==> src/ple_pkg.sv <==
// shared types, codes and defaults of the positional list engine
package ple_pkg;

    localparam int CAPACITY_DEF   = 64;
    localparam int DATA_WIDTH_DEF = 32;

    typedef enum logic [1:0] {
        CMD_APPEND = 2'd0,
        CMD_INSERT = 2'd1,
        CMD_POP    = 2'd2,
        CMD_READ   = 2'd3
    } cmd_code_t;

    typedef enum logic [1:0] {
        ST_OK     = 2'd0,
        ST_RANGE  = 2'd1,
        ST_BADPOS = 2'd2,
        ST_FULL   = 2'd3
    } status_t;

    // what every cell of the row does on a given cycle
    typedef enum logic [1:0] {
        OP_HOLD,
        OP_LOAD,
        OP_INSERT,
        OP_POP
    } cell_op_t;

    typedef struct packed {
        logic [1:0]        cmd;
        logic signed [7:0] position;
        logic [31:0]       data_in;
    } cmd_beat_t;

    typedef struct packed {
        logic [31:0] data_out;
        logic [1:0]  status;
        logic [6:0]  entry_count;
    } rsp_beat_t;

endpackage

==> src/ple_cell.sv <==
// one list slot: holds a word and shifts with its neighbors
module ple_cell #(
    parameter int DATA_WIDTH = 32,
    parameter int IW         = 6,
    parameter int INDEX      = 0
) (
    input  logic                  clk,
    input  ple_pkg::cell_op_t     op,
    input  logic [IW-1:0]         idx,
    input  logic [DATA_WIDTH-1:0] word,
    input  logic [DATA_WIDTH-1:0] left,
    input  logic [DATA_WIDTH-1:0] right,
    output logic [DATA_WIDTH-1:0] entry,
    output logic [DATA_WIDTH-1:0] tap
);
    import ple_pkg::*;

    localparam logic [IW-1:0] MY_IDX = IW'(INDEX);

    logic [DATA_WIDTH-1:0] entry_reg;
    logic [DATA_WIDTH-1:0] entry_next;

    always_comb
    begin
        entry_next = entry_reg;
        case (op)
            OP_LOAD:
            begin
                if (idx == MY_IDX)
                    entry_next = word;
            end
            OP_INSERT:
            begin
                if (idx == MY_IDX)
                    entry_next = word;
                else if (MY_IDX > idx)
                    entry_next = left;
            end
            OP_POP:
            begin
                if (MY_IDX >= idx)
                    entry_next = right;
            end
            default: entry_next = entry_reg;
        endcase
    end

    always_ff @(posedge clk)
    begin
        entry_reg <= entry_next;
    end

    assign entry = entry_reg;
    // gated copy for the read-out or-tree
    assign tap   = (idx == MY_IDX) ? entry_reg : '0;
endmodule

==> config.mk <==
export PLATFORM = sky130hd
export DESIGN_NAME = ple_cell
export DESIGN_NICKNAME = d
export VERILOG_FILES = /design/src/ple_pkg.sv /design/src/ple_cell.sv
export SDC_FILE = /design/constraint.sdc
export NUM_CORES = 1
export LEC_CHECK = 0
export ABC_CLOCK_PERIOD_IN_PS = 4600
export BUFFER_PORTS_ARGS = -buffer_cell sky130_fd_sc_hd__buf_2
export CORE_MARGIN = 2
export CORE_UTILIZATION = 47
export CTS_BUF_LIST = sky130_fd_sc_hd__clkbuf_8
export DETAILED_ROUTE_END_ITERATION = 10
export PLACE_DENSITY_LB_ADDON = 0.15
export RECOVER_POWER = 25
export SETUP_SLACK_MARGIN = 0.2
export SLEW_MARGIN = 30
export SYNTH_ARGS = -nofsm -noshare
export SYNTH_HDL_FRONTEND = slang
export SYNTH_SLANG_ARGS = --single-unit
==> constraint.sdc <==
create_clock -name clk -period 4.6 [get_ports clk]
set_input_delay 1.15 -clock clk [delete_from_list [all_inputs] [get_ports clk]]
set_output_delay 1.15 -clock clk [all_outputs]
set_load 0.005 [all_outputs]
# Word-level counts from Yosys, hierarchy flattened
# Cells that the tools add are included.
# op_classes
reduce_logical,3
mux,6
n_eq_ne,6
magnitude_cmp,2
# ops
operator,count
32-bit 2-to-1 mux,5
32-bit case mux with 3 select lines,1
"1-bit by 6-bit greater-or-equal comparator with 1-bit output, first input constant",1
"1-bit by 6-bit greater-than comparator with 1-bit output, first input constant",1
6-bit zero test,1
"2-bit == test, second input constant",2
"2-bit != test, second input constant",2
4-bit AND reduction,1
"3-bit != test, second input constant",1
3-bit nonzero test,1
"2-bit by 1-bit == test with 1-bit output, second input constant",1
# word_totals
word_cells,18
output_inout_bits,64
in_bits,105
ff_bits,32

# Longest topological paths before layout
# Gate-level depths: netlist (run 1).
# depth
ltp_word,4
mapped_depth,5
depth_no_buf,3

# Worst setup path after synthesis (run 1)
# OpenSTA, ideal clock, no wires.
# synth_path
path_type,input -> output
startpoint,input idx[0]
endpoint,output tap[22]
n_path_buf,3
slack_ps,1452
t_required_ps,3450
t_arrival_ps,1998
path_stages,5
path_cell_list,nor4_4 -> buf_6 -> buf_6 -> buf_6 -> and3_1
# synth_via
elab_chain_cells,2
# synth_lines
item,line,source
from (decl),ple_cell.sv:9,"input logic [IW-1:0] idx,"
6-bit zero test,ple_cell.sv:55,assign tap = (idx == MY_IDX) ? entry_reg : '0;
32-bit 2-to-1 mux,ple_cell.sv:55,
to (decl),ple_cell.sv:14,output logic [DATA_WIDTH-1:0] tap
# No other way between the ends.

# Final worst setup path (run 1)
# layout_path
startpoint,input idx[0]
endpoint,output tap[6]
# Same word-level chain as after synthesis.

==> impl_metrics.tcl, run 1 <==
set metrics [dict create \
    die_area_mm2 0.00587 \
    cts_tree "done" \
    synth_top_area_frac 0.388 \
    drc 0 \
    routed_wirelength_um 6900 \
    slew_headroom 0.372 \
    yosysTopAreaCell "edfxtp_1" \
    critPathSlowestCell "buf_4" \
    holdBufCountCts 0 \
    yosys-top-cells-area "edfxtp_1, a221oi_2, a2111oi_0" \
    crit_chain "buf_2 -> nor4_4 -> buf_4 -> and3_1 -> buf_2" \
    rows 26 \
    overflow 0 \
    critical_path.top_delay_family "buffers and inverters" \
    period_share 0.769 \
    final_cell_mix "buf_2, inv_1, nor2b_1, and3_1, edfxtp_1" \
    cts_num_sinks 32 \
    port_buffers 168 \
    status "completed" \
    place_worst_setup_slack_ps 1040 \
    path_class "input port to output port" \
    synth-seq-area-share 0.388 \
    largest_register_ffs 32 \
    final_antenna_net_count 0 \
    hold_viol_final 0 \
    critical_path_arrival_ps 2390 \
    worst_pin_slew_ps 942 \
    cp_data_required_time_ps 3450 \
    hpwl_um 4590 \
    rsz0062_at_grt "no" \
    ys_seq_elements 32 \
    globalplace.congestion 0.753 \
    place_area_mm2 0.00327 \
    fin_area_mm2 0.00336 \
    fin_ws_ps 1060 \
    endpoint_kind "output port" \
    fin_total_pwr_uw 683 \
    die_h_um 76.6 \
    drv_slew 0 \
    path_buf_inv 3 \
    fmax_mhz 283 \
    worst_hold_slack_ps 1230 \
    via_count 2438 \
    hold_start "word[29]" \
    cts_max_level 2 \
    cp_max_fo 66 \
    io_pins 169 \
    vdd_ir_drop_max_v 0.000122 \
    dr.pass1.iters 4 \
    layout_commonest_cell "buf_2" \
    nets 484 \
    initial_utilization 0.485 \
    layout_min_cycle_time_ps 3540 \
    cts-root-buf "clkbuf_8" \
    cp_slowest_stage_delay_ps 510 \
    setup_viol 0 \
    hold_path_end "entry[29]" \
    p_per_area_mw_per_mm2 203 \
    path_clk_slew_ps 70 \
    synth.avg_cell_area_um2 10.8 \
    drt-initial-drc-count 96 \
    ys_warn_count 0 \
    track_usage 0.234 \
    synth_cells 229 \
    drt-wirelength-per-cell_um 15.4 \
    setup_tns_ps 0 \
    grt_pass1_vias 2385 \
    drt-vias-per-instance 5.43 \
    synth_cell_types 16 \
    antenna_found_initial 0 \
    postCtsResizedCells 0 \
    syn_area_mm2 0.00248 \
    power.leakage_uw 0.00165 \
    antennaDiodeCount 0 \
    clk_path_buf_depth 2 \
    postCtsSetupRepairBufs 0 \
    core_area_mm2 0.00511 \
    start_kind "input port" \
    max_cap_violations 0 \
    dieWidth_um 76.6 \
    syn_to_final_growth_pct 35.8 \
    hp-class "input port to flip-flop" \
    crit_path_frequent_cell "buf_2" \
    grt_pass1_wl_um 11300 \
    hold_depth 3 \
    drive_gt1_frac 0.544 \
    grt_max_degree 67 \
    syn_nets 334 \
    numCtsBuffers 5 \
]
routing by layer:
layer | up-vias | global-route usage | share of wire
met3 | 10 | 0.0604 | 0.068
met5 | - | 0 | 0
met2 | 108 | 0.411 | 0.51
li1 | 1197 | - | -
met1 | 1123 | 0.284 | 0.40
met4 | 0 | 0.0673 | 0.017
cell usage after synthesis:
cell       count
nor3_1         1
inv_1         33
a2111oi_1      4
and3_1        32
clkbuf_1      17
a2111oi_0     28
o211a_1        1
nor2b_1       32
nor4_4         1
edfxtp_1      32
nor2_1         1
a21o_4         1
a221oi_2      30
a221oi_1       2
buf_6          8
buf_2          6
worst max path at each step:
stage	slack, ps	to	from	depth (start not counted)
6_report	1060	tap[6]	idx[0]	5
5_1_grt	960	tap[22]	idx[0]	5
4_1_cts	1050	tap[6]	idx[5]	4
3_5_place_dp	1040	tap[6]	idx[5]	4
3_3_place_gp	1080	tap[16]	idx[5]	4
2_1_floorplan	1450	tap[22]	idx[0]	5
cell type report:
class | instances | area (µm²)
fill | 459 | 1740
multi-input combinational | 133 | 1220
sequential | 32 | 961
timing repair buffer | 174 | 897
inverter | 33 | 124
tap | 70 | 87.6
clock buffer | 5 | 68.8
clock inverter | 2 | 8.76
metrics by stage:
step           instances  utilization
6_report             449        0.659
5_1_grt              449        0.659
3_5_place_dp         441        0.640
2_1_floorplan        229            -
3_3_place_gp         441        0.640
4_1_cts              448        0.655
where the power goes:
part | internal, µW | leakage [µW] | switching [µW]
clock | 100 | 0.0000452 | 99.9
combinational | 76.5 | 0.00131 | 77.6
sequential | 328 | 0.000300 | 1.18
total | 505 | 0.00165 | 179
cell families after synthesis:
kind of cell           Yosys count  synth area share
buffers and inverters           64             0.124
AND/OR/NAND/NOR                 67             0.174
flip-flops                      32             0.388
AO/OA/AOI/OAI                   66             0.314
tightest hold or removal path: stages:
cell and delay, ps:
buf_2 90, inv_1 50, a221oi_2 50
No activity file was read; power rests on OpenSTA's default activity.
==> run 2: changes to the inputs <==
ABC_CLOCK_PERIOD_IN_PS = 3200   (was 4600)
CORE_UTILIZATION = 39   (was 47)
clock period = 3.2 ns   (was 4.6 ns; I/O delays follow)
==> run 2 against run 1 <==
Critical path depth is the same. Global-route usage shrank 3.6 points. Non-clock buffer count grew 2. Clock power grew 40%. Critical endpoint is now tap[27]. Largest power group unchanged.
==> impl_metrics.tcl, run 2 (synthesis gave the netlist of run 1 again) <==
set metrics [dict create \
    status "completed" \
    cts-root-buf "clkbuf_8" \
    rsz0062_at_grt "no" \
    drive_gt1_frac 0.544 \
    clk_path_buf_depth 2 \
    dieWidth_um 83.7 \
    cts_max_level 2 \
    setup_tns_ps 0 \
    critPathSlowestCell "nor4_4" \
    path_class "input port to output port" \
    grt_pass1_vias 2357 \
    holdBufCountCts 0 \
    slew_headroom 0.500 \
    critical_path_arrival_ps 1830 \
    numCtsBuffers 5 \
    hp-class "input port to flip-flop" \
    place_area_mm2 0.00331 \
    postCtsResizedCells 0 \
    final_cell_mix "buf_2, inv_1, nor2b_1, and3_1, edfxtp_1" \
    via_count 2471 \
    cts_num_sinks 32 \
    vdd_ir_drop_max_v 0.000126 \
    hold_viol_final 0 \
    drc 0 \
    period_share 0.822 \
    postCtsSetupRepairBufs 0 \
    fmax_mhz 380 \
    max_cap_violations 0 \
    path_clk_slew_ps 70 \
    use_met1 0.238 \
    fin_area_mm2 0.00337 \
    hpwl_um 4950 \
    setup_viol 0 \
    dr.pass1.iters 4 \
    core_area_mm2 0.00624 \
    antenna_found_initial 0 \
    cp_max_fo 66 \
    syn_to_final_growth_pct 36.0 \
    use_met3 0.0574 \
    worst_hold_slack_ps 884 \
    critical_path.top_delay_family "buffers and inverters" \
    drt-vias-per-instance 5.42 \
    nFillCells 604 \
    port_buffers 168 \
    die_h_um 83.7 \
    fin_cells 456 \
    grt-busiest-layer "met2" \
    drv_slew 0 \
    drt-wirelength-per-cell_um 15.7 \
    antennaDiodeCount 0 \
    seq_area_um2 961 \
    drt-initial-drc-count 61 \
    final_antenna_net_count 0 \
    nets 486 \
    endpoint_kind "output port" \
    cts_tree "done" \
    overflow 0 \
    globalplace.congestion 0.763 \
    met2_usage 0.347 \
    cp_data_required_time_ps 2400 \
    fin_util 0.540 \
    crit_chain "buf_2 -> nor4_4 -> buf_12 -> and3_1 -> buf_2" \
    grt_max_degree 67 \
    p_per_area_mw_per_mm2 289 \
    dpl.cell_count 451 \
    track_usage 0.199 \
    start_kind "input port" \
    path_buf_inv 3 \
    crit_path_frequent_cell "buf_2" \
    io_pins 169 \
    largest_register_ffs 32 \
    cp_slowest_stage_delay_ps 310 \
    routed_wirelength_um 7140 \
    initial_utilization 0.397 \
    layout_min_cycle_time_ps 2630 \
    multi_input_area_mm2 0.00122 \
    die_area_mm2 0.00701 \
    worst_pin_slew_ps 749 \
    power.leakage_uw 0.00165 \
    grt_pass1_wl_um 11300 \
    rows 29 \
    layout_commonest_cell "buf_2" \
]
## run 2: cell count changes in the layout (fill, tap and decap cells not counted), sizes merged
cell | previous run | this run
clkbuf | 12 | 13
clkinv | 2 | 0
buf | 167 | 168
## run 2: tightest hold or removal path, stage by stage
cell and delay [ps]:
buf_2 90, inv_1 50, a221oi_2 50
## run 2: final cells by class
type                    count  share of cell area
clock buffers               5              0.0204
inverters                  33              0.0368
multi-input cells         133               0.361
flip-flops and latches     32               0.285
well taps                  77              0.0286
repair buffers            176               0.268
## run 2: routing by layer
| layer | share of wire | wire [µm] |
|---|---|---|
| met5 | 0 | 0 |
| met4 | 0.016 | 114 |
| met3 | 0.080 | 573 |
| met2 | 0.50 | 3580 |
| met1 | 0.40 | 2870 |
## run 2: path summary, 6_finish.rpt
kind / from / cells past startpoint / slack (ps) / end
hold / removal: word[27] / 3 / 880 / entry[27]
setup / recovery: idx[0] / 5 / 570 / tap[27]
## run 2: per-stage QoR
| stage | power, µW | worst slack (ps) |
|---|---|---|
| floorplan | 617 | 584 |
| global placement | 700 | 594 |
| detailed placement | 703 | 572 |
| CTS | 983 | 570 |
| global route | 1020 | 489 |
| finish | 974 | 571 |
## run 2: report_power, final
| group | internal [µW] | total, µW | switching, µW |
|---|---|---|---|
| Clock | 140 | 281 | 141 |
| Combinational | 109 | 220 | 111 |
| Sequential | 471 | 473 | 1.83 |
